<file path="config.mk">
export PLATFORM = sky130hd
export DESIGN_NAME = pulse_sound_channel
export DESIGN_NICKNAME = d
export VERILOG_FILES = /design/src/rtl/psc_pkg.sv /design/src/rtl/psc_in_reg.sv /design/src/rtl/psc_core.sv /design/src/rtl/psc_out_skid.sv /design/src/rtl/pulse_sound_channel.sv
export SDC_FILE = /design/constraint.sdc
export NUM_CORES = 1
export LEC_CHECK = 0
export ABC_AREA = 1
export BUFFER_PORTS_ARGS = -buffer_cell sky130_fd_sc_hd__buf_2
export CAP_MARGIN = 30
export CORE_MARGIN = 8
export CORE_UTILIZATION = 65
export DETAILED_ROUTE_END_ITERATION = 10
export HOLD_SLACK_MARGIN = 0.12
export PLACE_DENSITY_LB_ADDON = 0.08
export SLEW_MARGIN = 20
export SYNTH_ARGS = -nofsm -noshare
export SYNTH_HDL_FRONTEND = slang
export SYNTH_HIERARCHICAL = 1
export SYNTH_SLANG_ARGS = --single-unit
</file>
<file path="constraint.sdc">
create_clock -name clk -period 5 [get_ports clk]
set_input_delay 1 -clock clk [delete_from_list [all_inputs] [get_ports clk]]
set_output_delay 1 -clock clk [all_outputs]
set_load 0.005 [all_outputs]
</file>
<file path="src/rtl/psc_pkg.sv">
// ----------------------------------------------------------------------------
// psc_pkg
// Types, register codes and tables of the pulse sound channel.
// ----------------------------------------------------------------------------
package psc_pkg;

  localparam logic       CMD_TICK  = 1'b0;
  localparam logic       CMD_WRITE = 1'b1;

  localparam logic [2:0] REG_LEN_DUTY  = 3'd0;
  localparam logic [2:0] REG_VOLUME    = 3'd1;
  localparam logic [2:0] REG_PERIOD_LO = 3'd2;
  localparam logic [2:0] REG_CONTROL   = 3'd3;
  localparam logic [2:0] REG_MASTER    = 3'd4;

  localparam logic [10:0] PERIOD_MAX    = 11'h7FF;
  localparam logic [7:0]  LENGTH_EXPIRE = 8'd64;
  localparam logic [7:0]  TPS_RESET     = 8'd21;
  localparam logic [13:0] AMPL_MAX      = 14'd6553;

  typedef struct packed {
    logic       divider_bit;
    logic [7:0] write_data;
    logic [2:0] reg_select;
    logic       command;
  } psc_item_t;

  typedef struct packed {
    logic               channel_active;
    logic signed [13:0] sample;
  } psc_result_t;

  function automatic logic [7:0] duty_pattern(input logic [1:0] sel);
    logic [7:0] pat;
    case (sel)
      2'd0:    pat = 8'b0000_0001;
      2'd1:    pat = 8'b1000_0001;
      2'd2:    pat = 8'b1000_0111;
      2'd3:    pat = 8'b0111_1110;
      default: pat = 8'b0000_0001;
    endcase
    return pat;
  endfunction

  // level * 6553 / 15, truncated
  function automatic logic [13:0] amplitude(input logic [3:0] level);
    logic [13:0] mag;
    case (level)
      4'd0:    mag = 14'd0;
      4'd1:    mag = 14'd436;
      4'd2:    mag = 14'd873;
      4'd3:    mag = 14'd1310;
      4'd4:    mag = 14'd1747;
      4'd5:    mag = 14'd2184;
      4'd6:    mag = 14'd2621;
      4'd7:    mag = 14'd3058;
      4'd8:    mag = 14'd3494;
      4'd9:    mag = 14'd3931;
      4'd10:   mag = 14'd4368;
      4'd11:   mag = 14'd4805;
      4'd12:   mag = 14'd5242;
      4'd13:   mag = 14'd5679;
      4'd14:   mag = 14'd6116;
      4'd15:   mag = AMPL_MAX;
      default: mag = 14'd0;
    endcase
    return mag;
  endfunction

endpackage

</file>
<file path="src/rtl/psc_in_reg.sv">
// ----------------------------------------------------------------------------
// psc_in_reg
// Input register stage; hands one beat per cycle to the channel core while down_ready is high.
// ----------------------------------------------------------------------------
module psc_in_reg (
  input  logic                clk,
  input  logic                rst_n,
  input  logic                up_valid,
  output logic                up_ready,
  input  psc_pkg::psc_item_t  up_item,
  input  logic                down_ready,
  output logic                take,
  output psc_pkg::psc_item_t  item
);
  import psc_pkg::*;

  logic      valid_r;
  psc_item_t item_r;

  assign take     = valid_r && down_ready;
  assign up_ready = !valid_r || down_ready;
  assign item     = item_r;

  always_ff @(posedge clk) begin
    if (!rst_n) begin
      valid_r <= 1'b0;
    end else if (up_ready) begin
      valid_r <= up_valid;
    end
  end

  always_ff @(posedge clk) begin
    if (up_ready && up_valid) begin
      item_r <= up_item;
    end
  end

endmodule

</file>
<file path="src/rtl/psc_core.sv">
// ----------------------------------------------------------------------------
// psc_core
// Channel state: register writes, trigger, period/duty, length and sampling.
// ----------------------------------------------------------------------------
module psc_core (
  input  logic                 clk,
  input  logic                 rst_n,
  input  logic                 cfg_wr_en,
  input  logic [7:0]           cfg_wr_data,
  input  logic                 take,
  input  psc_pkg::psc_item_t   item,
  output logic                 res_valid,
  output psc_pkg::psc_result_t res
);
  import psc_pkg::*;

  logic [7:0]  tps_r;
  logic [10:0] period_r,     period_nxt;
  logic [2:0]  duty_pos_r,   duty_pos_nxt;
  logic [1:0]  duty_sel_r,   duty_sel_nxt;
  logic [3:0]  vol_level_r,  vol_level_nxt;
  logic        running_r,    running_nxt;
  logic        len_en_r,     len_en_nxt;
  logic [7:0]  len_cnt_r,    len_cnt_nxt;
  logic [2:0]  frame_r,      frame_nxt;
  logic        prev_div_r,   prev_div_nxt;
  logic [7:0]  smp_cnt_r,    smp_cnt_nxt;
  logic [7:0]  len_duty_r,   len_duty_nxt;
  logic [7:0]  volume_r,     volume_nxt;
  logic [7:0]  period_lo_r,  period_lo_nxt;
  logic [7:0]  control_r,    control_nxt;
  logic        master_r,     master_nxt;

  logic        emit;
  logic        act;
  logic        duty_bit;
  logic [7:0]  pattern;
  logic [13:0] mag;

  always_comb begin
    period_nxt    = period_r;
    duty_pos_nxt  = duty_pos_r;
    duty_sel_nxt  = duty_sel_r;
    vol_level_nxt = vol_level_r;
    running_nxt   = running_r;
    len_en_nxt    = len_en_r;
    len_cnt_nxt   = len_cnt_r;
    frame_nxt     = frame_r;
    prev_div_nxt  = prev_div_r;
    smp_cnt_nxt   = smp_cnt_r;
    len_duty_nxt  = len_duty_r;
    volume_nxt    = volume_r;
    period_lo_nxt = period_lo_r;
    control_nxt   = control_r;
    master_nxt    = master_r;
    emit          = 1'b0;

    if (item.command == CMD_WRITE) begin
      case (item.reg_select)
        REG_LEN_DUTY:  len_duty_nxt  = item.write_data;
        REG_VOLUME:    volume_nxt    = item.write_data;
        REG_PERIOD_LO: period_lo_nxt = item.write_data;
        REG_CONTROL: begin
          control_nxt = item.write_data;
          if (item.write_data[7]) begin
            running_nxt   = 1'b1;
            len_en_nxt    = item.write_data[6];
            vol_level_nxt = volume_r[7:4];
            len_cnt_nxt   = {2'b00, len_duty_r[5:0]};
            period_nxt    = {item.write_data[2:0], period_lo_r};
            duty_sel_nxt  = len_duty_r[7:6];
            duty_pos_nxt  = 3'd0;
          end
        end
        REG_MASTER:    master_nxt    = item.write_data[7];
        default: ;
      endcase
    end else begin
      if (period_r == PERIOD_MAX) begin
        duty_pos_nxt = duty_pos_r + 3'd1;
        period_nxt   = {control_r[2:0], period_lo_r};
      end else begin
        period_nxt = period_r + 11'd1;
      end

      if (prev_div_r && !item.divider_bit) begin
        frame_nxt = frame_r + 3'd1;
        if (!frame_nxt[0] && len_en_r) begin
          len_cnt_nxt = len_cnt_r + 8'd1;
          if (len_cnt_nxt == LENGTH_EXPIRE) begin
            running_nxt = 1'b0;
          end
        end
      end
      prev_div_nxt = item.divider_bit;

      if (smp_cnt_r >= tps_r) begin
        emit        = 1'b1;
        smp_cnt_nxt = 8'd0;
      end else begin
        smp_cnt_nxt = smp_cnt_r + 8'd1;
      end
    end
  end

  assign act      = master_r && (volume_r[7:3] != 5'd0) && running_nxt;
  assign pattern  = duty_pattern(duty_sel_r);
  assign duty_bit = pattern[duty_pos_nxt];
  assign mag      = amplitude(vol_level_r);

  always_comb begin
    res.channel_active = act;
    if (!act) begin
      res.sample = 14'sd0;
    end else if (duty_bit) begin
      res.sample = $signed(mag);
    end else begin
      res.sample = $signed(~mag + 14'd1);
    end
  end

  assign res_valid = take && emit;

  always_ff @(posedge clk) begin
    if (!rst_n) begin
      tps_r <= TPS_RESET;
    end else if (cfg_wr_en) begin
      tps_r <= cfg_wr_data;
    end
  end

  always_ff @(posedge clk) begin
    if (!rst_n) begin
      period_r    <= '0;
      duty_pos_r  <= '0;
      duty_sel_r  <= '0;
      vol_level_r <= '0;
      running_r   <= 1'b0;
      len_en_r    <= 1'b0;
      len_cnt_r   <= '0;
      frame_r     <= '0;
      prev_div_r  <= 1'b0;
      smp_cnt_r   <= '0;
      len_duty_r  <= '0;
      volume_r    <= '0;
      period_lo_r <= '0;
      control_r   <= '0;
      master_r    <= 1'b0;
    end else if (take) begin
      period_r    <= period_nxt;
      duty_pos_r  <= duty_pos_nxt;
      duty_sel_r  <= duty_sel_nxt;
      vol_level_r <= vol_level_nxt;
      running_r   <= running_nxt;
      len_en_r    <= len_en_nxt;
      len_cnt_r   <= len_cnt_nxt;
      frame_r     <= frame_nxt;
      prev_div_r  <= prev_div_nxt;
      smp_cnt_r   <= smp_cnt_nxt;
      len_duty_r  <= len_duty_nxt;
      volume_r    <= volume_nxt;
      period_lo_r <= period_lo_nxt;
      control_r   <= control_nxt;
      master_r    <= master_nxt;
    end
  end

endmodule

</file>
<file path="src/rtl/psc_out_skid.sv">
// ----------------------------------------------------------------------------
// psc_out_skid
// Output register with one skid entry; lets the core go on under stall until the skid entry fills.
// ----------------------------------------------------------------------------
module psc_out_skid (
  input  logic                 clk,
  input  logic                 rst_n,
  input  logic                 push,
  input  psc_pkg::psc_result_t push_res,
  output logic                 ready,
  output logic                 out_valid,
  input  logic                 out_ready,
  output psc_pkg::psc_result_t out_res
);
  import psc_pkg::*;

  logic        main_valid_r;
  psc_result_t main_res_r;
  logic        skid_valid_r;
  psc_result_t skid_res_r;
  logic        drain;

  assign ready     = !skid_valid_r;
  assign out_valid = main_valid_r;
  assign out_res   = main_res_r;
  assign drain     = out_ready || !main_valid_r;

  always_ff @(posedge clk) begin
    if (!rst_n) begin
      main_valid_r <= 1'b0;
      skid_valid_r <= 1'b0;
    end else if (drain) begin
      if (skid_valid_r) begin
        main_valid_r <= 1'b1;
        skid_valid_r <= 1'b0;
      end else begin
        main_valid_r <= push;
      end
    end else if (push) begin
      skid_valid_r <= 1'b1;
    end
  end

  always_ff @(posedge clk) begin
    if (drain) begin
      if (skid_valid_r) begin
        main_res_r <= skid_res_r;
      end else if (push) begin
        main_res_r <= push_res;
      end
    end else if (push) begin
      skid_res_r <= push_res;
    end
  end

endmodule

</file>
<file path="src/rtl/pulse_sound_channel.sv">
// ----------------------------------------------------------------------------
// pulse_sound_channel
// Square-wave sound channel: register writes and machine ticks in, samples out.
// ----------------------------------------------------------------------------
// Usage:
//   in_  : one beat per machine cycle. in_tuser is the command (0 tick,
//          1 register write); in_tdata carries select, data and divider bit.
//   out_ : one sample beat for each tick on which the sample count reaches
//          ticks_per_sample; writes and other ticks give no beat.
//   cfg_ : cfg_wr_en writes ticks_per_sample, write only, no wait.
// Path: an accepted tick is held in the input register, passes the core
//   logic and its sample is registered in the output register or skid entry.
// Throughput: one beat per cycle while out_ is not stalled, set by the core
//   state update between the input register and the output register.
// Reset: all channel state and registers clear, ticks_per_sample is 21,
//   both channels empty.
// Stall: a blocked out_ beat holds; one more sample is caught by the skid
//   entry, after which in_tready falls once the input register is full.
// ----------------------------------------------------------------------------
module pulse_sound_channel (
  input  logic        clk,
  input  logic        rst_n,
  input  logic        cfg_wr_en,
  input  logic [7:0]  cfg_wr_data,
  input  logic        in_tvalid,
  output logic        in_tready,
  input  logic [15:0] in_tdata,   // reg_select[2:0], write_data[10:3], divider_bit[11], 0
  input  logic        in_tuser,   // command[0]
  output logic        out_tvalid,
  input  logic        out_tready,
  output logic [15:0] out_tdata   // sample[13:0], channel_active[14], 0
);
  import psc_pkg::*;

  psc_item_t   up_item;
  psc_item_t   item;
  psc_result_t res;
  psc_result_t out_res;
  logic        take;
  logic        res_valid;
  logic        buf_ready;

  assign up_item.command     = in_tuser;
  assign up_item.reg_select  = in_tdata[2:0];
  assign up_item.write_data  = in_tdata[10:3];
  assign up_item.divider_bit = in_tdata[11];

  psc_in_reg u_in_reg (
    .clk        (clk),
    .rst_n      (rst_n),
    .up_valid   (in_tvalid),
    .up_ready   (in_tready),
    .up_item    (up_item),
    .down_ready (buf_ready),
    .take       (take),
    .item       (item)
  );

  psc_core u_core (
    .clk         (clk),
    .rst_n       (rst_n),
    .cfg_wr_en   (cfg_wr_en),
    .cfg_wr_data (cfg_wr_data),
    .take        (take),
    .item        (item),
    .res_valid   (res_valid),
    .res         (res)
  );

  psc_out_skid u_out_skid (
    .clk       (clk),
    .rst_n     (rst_n),
    .push      (res_valid),
    .push_res  (res),
    .ready     (buf_ready),
    .out_valid (out_tvalid),
    .out_ready (out_tready),
    .out_res   (out_res)
  );

  assign out_tdata = {1'b0, out_res.channel_active, out_res.sample};

endmodule

</file>
==> report_table.html <==
<table>
<tr><th>Metric</th><th>Value</th></tr>
<tr><th colspan="2">Final layout</th></tr>
<tr><td>Number of nets in the finished design</td><td>~900</td></tr>
<tr><td>Antenna diode instance count</td><td>0</td></tr>
<tr><td>Filler cell count</td><td>731</td></tr>
<tr><td>Fraction of final layout cells with drive strength greater than 1</td><td>0.159</td></tr>
<tr><td>Area added between synthesis and finish</td><td>13.1%</td></tr>
<tr><th colspan="2">Placed design</th></tr>
<tr><td>Number of buffer cells added on primary ports</td><td>42</td></tr>
<tr><td>HPWL Detailed</td><td>roughly 9700 µm</td></tr>
<tr><td>Final GP Congestion</td><td>about 0.83</td></tr>
<tr><th colspan="2">CTS</th></tr>
<tr><td>Post-CTS setup-driven buffer insertion count</td><td>0</td></tr>
<tr><td>CTS clock-pin slew for the worst setup and hold paths</td><td>roughly 0.060 ns</td></tr>
<tr><td>Number of buffers added to fix hold violations after cts</td><td>0</td></tr>
<tr><td>Clock root buffer</td><td>clkbuf_8</td></tr>
<tr><td>Worst-Skew Late Latency</td><td>around 0.53 ns</td></tr>
<tr><td>Maximum number of buffers from clock root to sink</td><td>2</td></tr>
<tr><td>Clock tree from TritonCTS</td><td>yes</td></tr>
<tr><td>CTS Sinks</td><td>between 100 and 150</td></tr>
<tr><td>Number of buffers created by CTS</td><td>17</td></tr>
<tr><td>Htree depth</td><td>4</td></tr>
<tr><td>Number of gates resized after cts</td><td>0</td></tr>
<tr><th colspan="2">Floorplanning</th></tr>
<tr><td>Die area</td><td>13800 µm²</td></tr>
<tr><td>Effective utilization at floorplan</td><td>0.660</td></tr>
<tr><td>Floorplan Core Area</td><td>slightly above 10000 µm²</td></tr>
<tr><td>IO Count</td><td>48</td></tr>
<tr><td>Number of placement rows</td><td>37</td></tr>
<tr><td>Die Y-Extent</td><td>around 120 µm</td></tr>
<tr><td>Floorplan die width</td><td>around 120 µm</td></tr>
<tr><th colspan="2">GRT</th></tr>
<tr><td>Combined global-route utilization of all metal layers</td><td>0.204</td></tr>
<tr><td>GRT Residual Overflow</td><td>0</td></tr>
<tr><td>Maximum number of pins on one net before global-route repair</td><td>between 50 and 60</td></tr>
<tr><td>Wire length of the first global-routing pass</td><td>around 23000 µm</td></tr>
<tr><td>Initial antenna violation count</td><td>0</td></tr>
<tr><td>Number of global-route vias before repair</td><td>5190</td></tr>
<tr><th colspan="2">Worst setup path</th></tr>
<tr><td>Arrival @ worst endpoint</td><td>approximately 3.8 ns</td></tr>
<tr><td>Worst Setup SP</td><td>u_out_skid/skid_valid_r</td></tr>
<tr><td>Worst reg2reg endpoint</td><td>u_core/mag[4]</td></tr>
<tr><td>Launch point of the worst reg-to-reg path</td><td>u_out_skid/skid_valid_r</td></tr>
<tr><td>Required @ worst endpoint</td><td>roughly 5.5 ns</td></tr>
<tr><td>Critical setup path kind</td><td>reg2reg</td></tr>
<tr><td>Largest fanout of any net on the critical path</td><td>18</td></tr>
<tr><td>Internal reg-to-reg setup slack</td><td>1.66 ns</td></tr>
<tr><td>Type of element launching the critical path</td><td>flop</td></tr>
<tr><td>Number of cells traversed by the worst register-to-register path</td><td>14</td></tr>
<tr><td>Crit path capture type</td><td>flop</td></tr>
<tr><th colspan="2">Logic synthesis</th></tr>
<tr><td>Cell type contributing the most total cell area after synthesis</td><td>dfxtp_1</td></tr>
<tr><td>Sequential area share after synthesis</td><td>0.459</td></tr>
<tr><td>EDFF count, synth</td><td>43</td></tr>
<tr><td>Avg Synthesized Cell Area</td><td>between 8 and 9 µm²</td></tr>
<tr><td>Main area contributors after synthesis</td><td>dfxtp_1 (27%), edfxtp_1 (19%), nand2_1 (8.4%), nor2_1 (5.9%), ha_1 (4.7%)</td></tr>
<tr><td>Cell with the most instances after synthesis</td><td>nand2_1</td></tr>
<tr><td>Distinct cells, synth</td><td>between 50 and 60</td></tr>
<tr><td>Synth Flop Type</td><td>dfxtp_1</td></tr>
<tr><td>Synth top area share</td><td>0.266</td></tr>
<tr><td>Top post-synthesis cells by count</td><td>nand2_1 (150), nor2_1 (106), dfxtp_1 (89), inv_1 (76), o21ai_0 (61)</td></tr>
<tr><td>Number of warnings printed during yosys synthesis</td><td>6</td></tr>
<tr><td>Instance count of the mapped netlist</td><td>between 800 and 900</td></tr>
<tr><td>Number of nets in the synthesized netlist</td><td>between 800 and 900</td></tr>
<tr><td>Fraction of synthesis flops using an asynchronous set or reset pin</td><td>0</td></tr>
<tr><td>Cell area after synthesis</td><td>6690 µm²</td></tr>
<tr><td>Flops &amp; latches, synth</td><td>between 100 and 150</td></tr>
<tr><th colspan="2">Timing</th></tr>
<tr><td>Peak clock frequency supported by timing</td><td>300 MHz</td></tr>
<tr><td>Final Critical Period</td><td>3.34 ns</td></tr>
<tr><td>Final hold vios</td><td>0</td></tr>
<tr><td>Slew at the pin closest to its max-slew limit</td><td>0.822 ns</td></tr>
<tr><td>Count of final max-slew check failures</td><td>0</td></tr>
<tr><td>Unrepaired setup endpoints after global routing</td><td>no</td></tr>
<tr><td>Smallest hold slack</td><td>approximately 0.45 ns</td></tr>
<tr><td>Max-slew headroom at the worst pin</td><td>0.447</td></tr>
<tr><td>Post-route fraction of the period consumed by the critical path</td><td>0.668</td></tr>
<tr><td>Setup TNS</td><td>0 ns</td></tr>
<tr><td>Fin Clk Skew</td><td>approximately 0.0059 ns</td></tr>
<tr><td>Final setup violation count</td><td>0</td></tr>
<tr><th colspan="2">Routing</th></tr>
<tr><td>Number of violations reported at the end of detailed-routing iteration 0</td><td>just under 500</td></tr>
<tr><td>Overall routed net length</td><td>between 10000 and 15000 µm</td></tr>
<tr><td>Per-cell routed wire length</td><td>~14 µm</td></tr>
<tr><td>Detailed-route via count</td><td>between 5000 and 6000</td></tr>
<tr><td>Number of nets with antenna violations after detailed routing</td><td>0</td></tr>
<tr><td>Average vias per placed instance</td><td>~5.5</td></tr>
<tr><td>TritonRoute pass-1 iters</td><td>5</td></tr>
<tr><td>DRC Markers</td><td>0</td></tr>
<tr><th colspan="2">Worst hold path</th></tr>
<tr><td>Hold wc startpoint</td><td>u_core/master_r</td></tr>
<tr><td>Hold endpoint</td><td>u_core/master_r</td></tr>
<tr><td>Worst Hold Class</td><td>reg2reg</td></tr>
<tr><td>Worst hold path depth</td><td>2</td></tr>
<tr><th colspan="2">Pwr</th></tr>
<tr><td>Power density over cell area</td><td>356 nW/µm²</td></tr>
<tr><td>Peak supply drop</td><td>0.000327 V</td></tr>
<tr><td>Leakage power total</td><td>~3.3 nW</td></tr>
<tr><th colspan="2">Job</th></tr>
<tr><td>Max-Cap Viols</td><td>0</td></tr>
<tr><th colspan="2">Run status</th></tr>
<tr><td>Status</td><td>completed</td></tr>
</table>
[layout by cell type (no fill, tap or decap), types with 2 or more instances in the layout]
master       n
nand2_1    150
nor2_1     106
dfxtp_1     89
inv_1       76
o21ai_0     61
a21oi_1     45
edfxtp_1    43
buf_2       42
nand3_1     39
ha_1        25
xor2_1      19
nand3_2     18
clkbuf_16   16
nor3_1      11
nand4_1     10
nand2_2      8
o211ai_1     7
bufinv_16    6
clkinv_2     6
inv_2        6
nor2_2       6
or2_2        5
xnor2_1      5
clkinv_4     3
buf_4        3
a22oi_1      3
a31oi_1      3
nand3b_1     3
nor2_4       3
nand2_4      3
a211oi_1     3
clkinv_1     2
nor3_2       2
or2_1        2
a32oi_1      2
o21ai_1      2
and3_1       2
a21oi_2      2
[kinds of logic (layout without fill, tap and decap cells)]
logic type               after synthesis  after routing  share of synthesized area
adder cells (fa/ha/maj)               25             25                     0.0467
multiplexers                           1              1                    0.00150
buffers and inverters                113            162                     0.0759
XOR/XNOR                              24             24                     0.0314
flip-flops                           132            132                      0.459
AND/OR/NAND/NOR                      376            376                      0.271
other                                  1              1                   0.000560
AO/OA/AOI/OAI                        136            136                      0.114
[per-layer routing]
metal | routed length (µm) | track usage
met1 | 6250 | 0.236
met2 | 6750 | 0.344
met3 | 788 | 0.0480
met4 | 242 | 0.105
met5 | 0 | 0
[where the power goes]
group          switching [mW]  internal, mW  leakage [nW]
clock network           0.447         0.906         0.325
registers              0.0259          1.13          1.15
logic                   0.117        0.0670          1.86
[cell type report]
cell class,count,area [µm²],share of cell area
clock buffer,17,414,0.0547
clock inverter,15,236,0.0313
inverter,85,327,0.0432
multi-input combinational,563,3110,0.412
sequential,132,3070,0.406
tap,136,170,0.0225
timing repair buffer,45,233,0.0308
[sequential cells by signal, summed over array words and instances, names as in the netlist, 2 cells and up]
register and flops:
u_core/control_r 3, u_core/duty_pos_r 3, u_core/duty_sel_r 2, u_core/len_cnt_r 8
u_core/len_duty_r 8, u_core/mag 13, u_core/period_lo_r 8, u_core/period_r 11
u_core/smp_cnt_r 8, u_core/tps_r 8, u_core/vol_level_r 4, u_core/volume_r 5
u_in_reg/item 13, u_out_skid/out_res 15, u_out_skid/skid_res_r 15
[through the flow]
| stage | utilization | instances | power [mW] | instance area (µm²) | setup WS (ns) |
|---|---|---|---|---|---|
| floorplan | - | 808 | 1.32 | 6690 | 2.02 |
| global placement | 0.682 | 961 | 1.35 | 6910 | 1.78 |
| detailed placement | 0.682 | 961 | 1.36 | 6920 | 1.76 |
| CTS | 0.746 | 993 | 2.71 | 7570 | 1.69 |
| global route | 0.746 | 993 | 2.78 | 7570 | 1.37 |
| finish | 0.746 | 993 | 2.69 | 7570 | 1.66 |
[worst max-delay path, cell delays in order (launching register included)]
cell and delay, ns:
dfxtp_1 0.53, inv_8 0.22, nand2_1 0.07, inv_1 0.24, nand2_1 0.13, nor2_2 0.26, inv_2 0.16, nand2_1 0.08
inv_1 0.06, nor3_2 0.31, inv_1 0.20, ha_1 0.36, or2_2 0.35, nand3_1 0.10, a21boi_1 0.18
[how the worst max path moves through the flow]
| stage | end |
|---|---|
| finish | u_core/mag[4] |
| global route | u_core/mag[4] |
| CTS | u_core/mag[4] |
| detailed placement | u_core/mag[4] |
| global placement | u_core/mag[4] |
| floorplan | u_core/mag[3] |
Power figures use the tool's default switching activity.
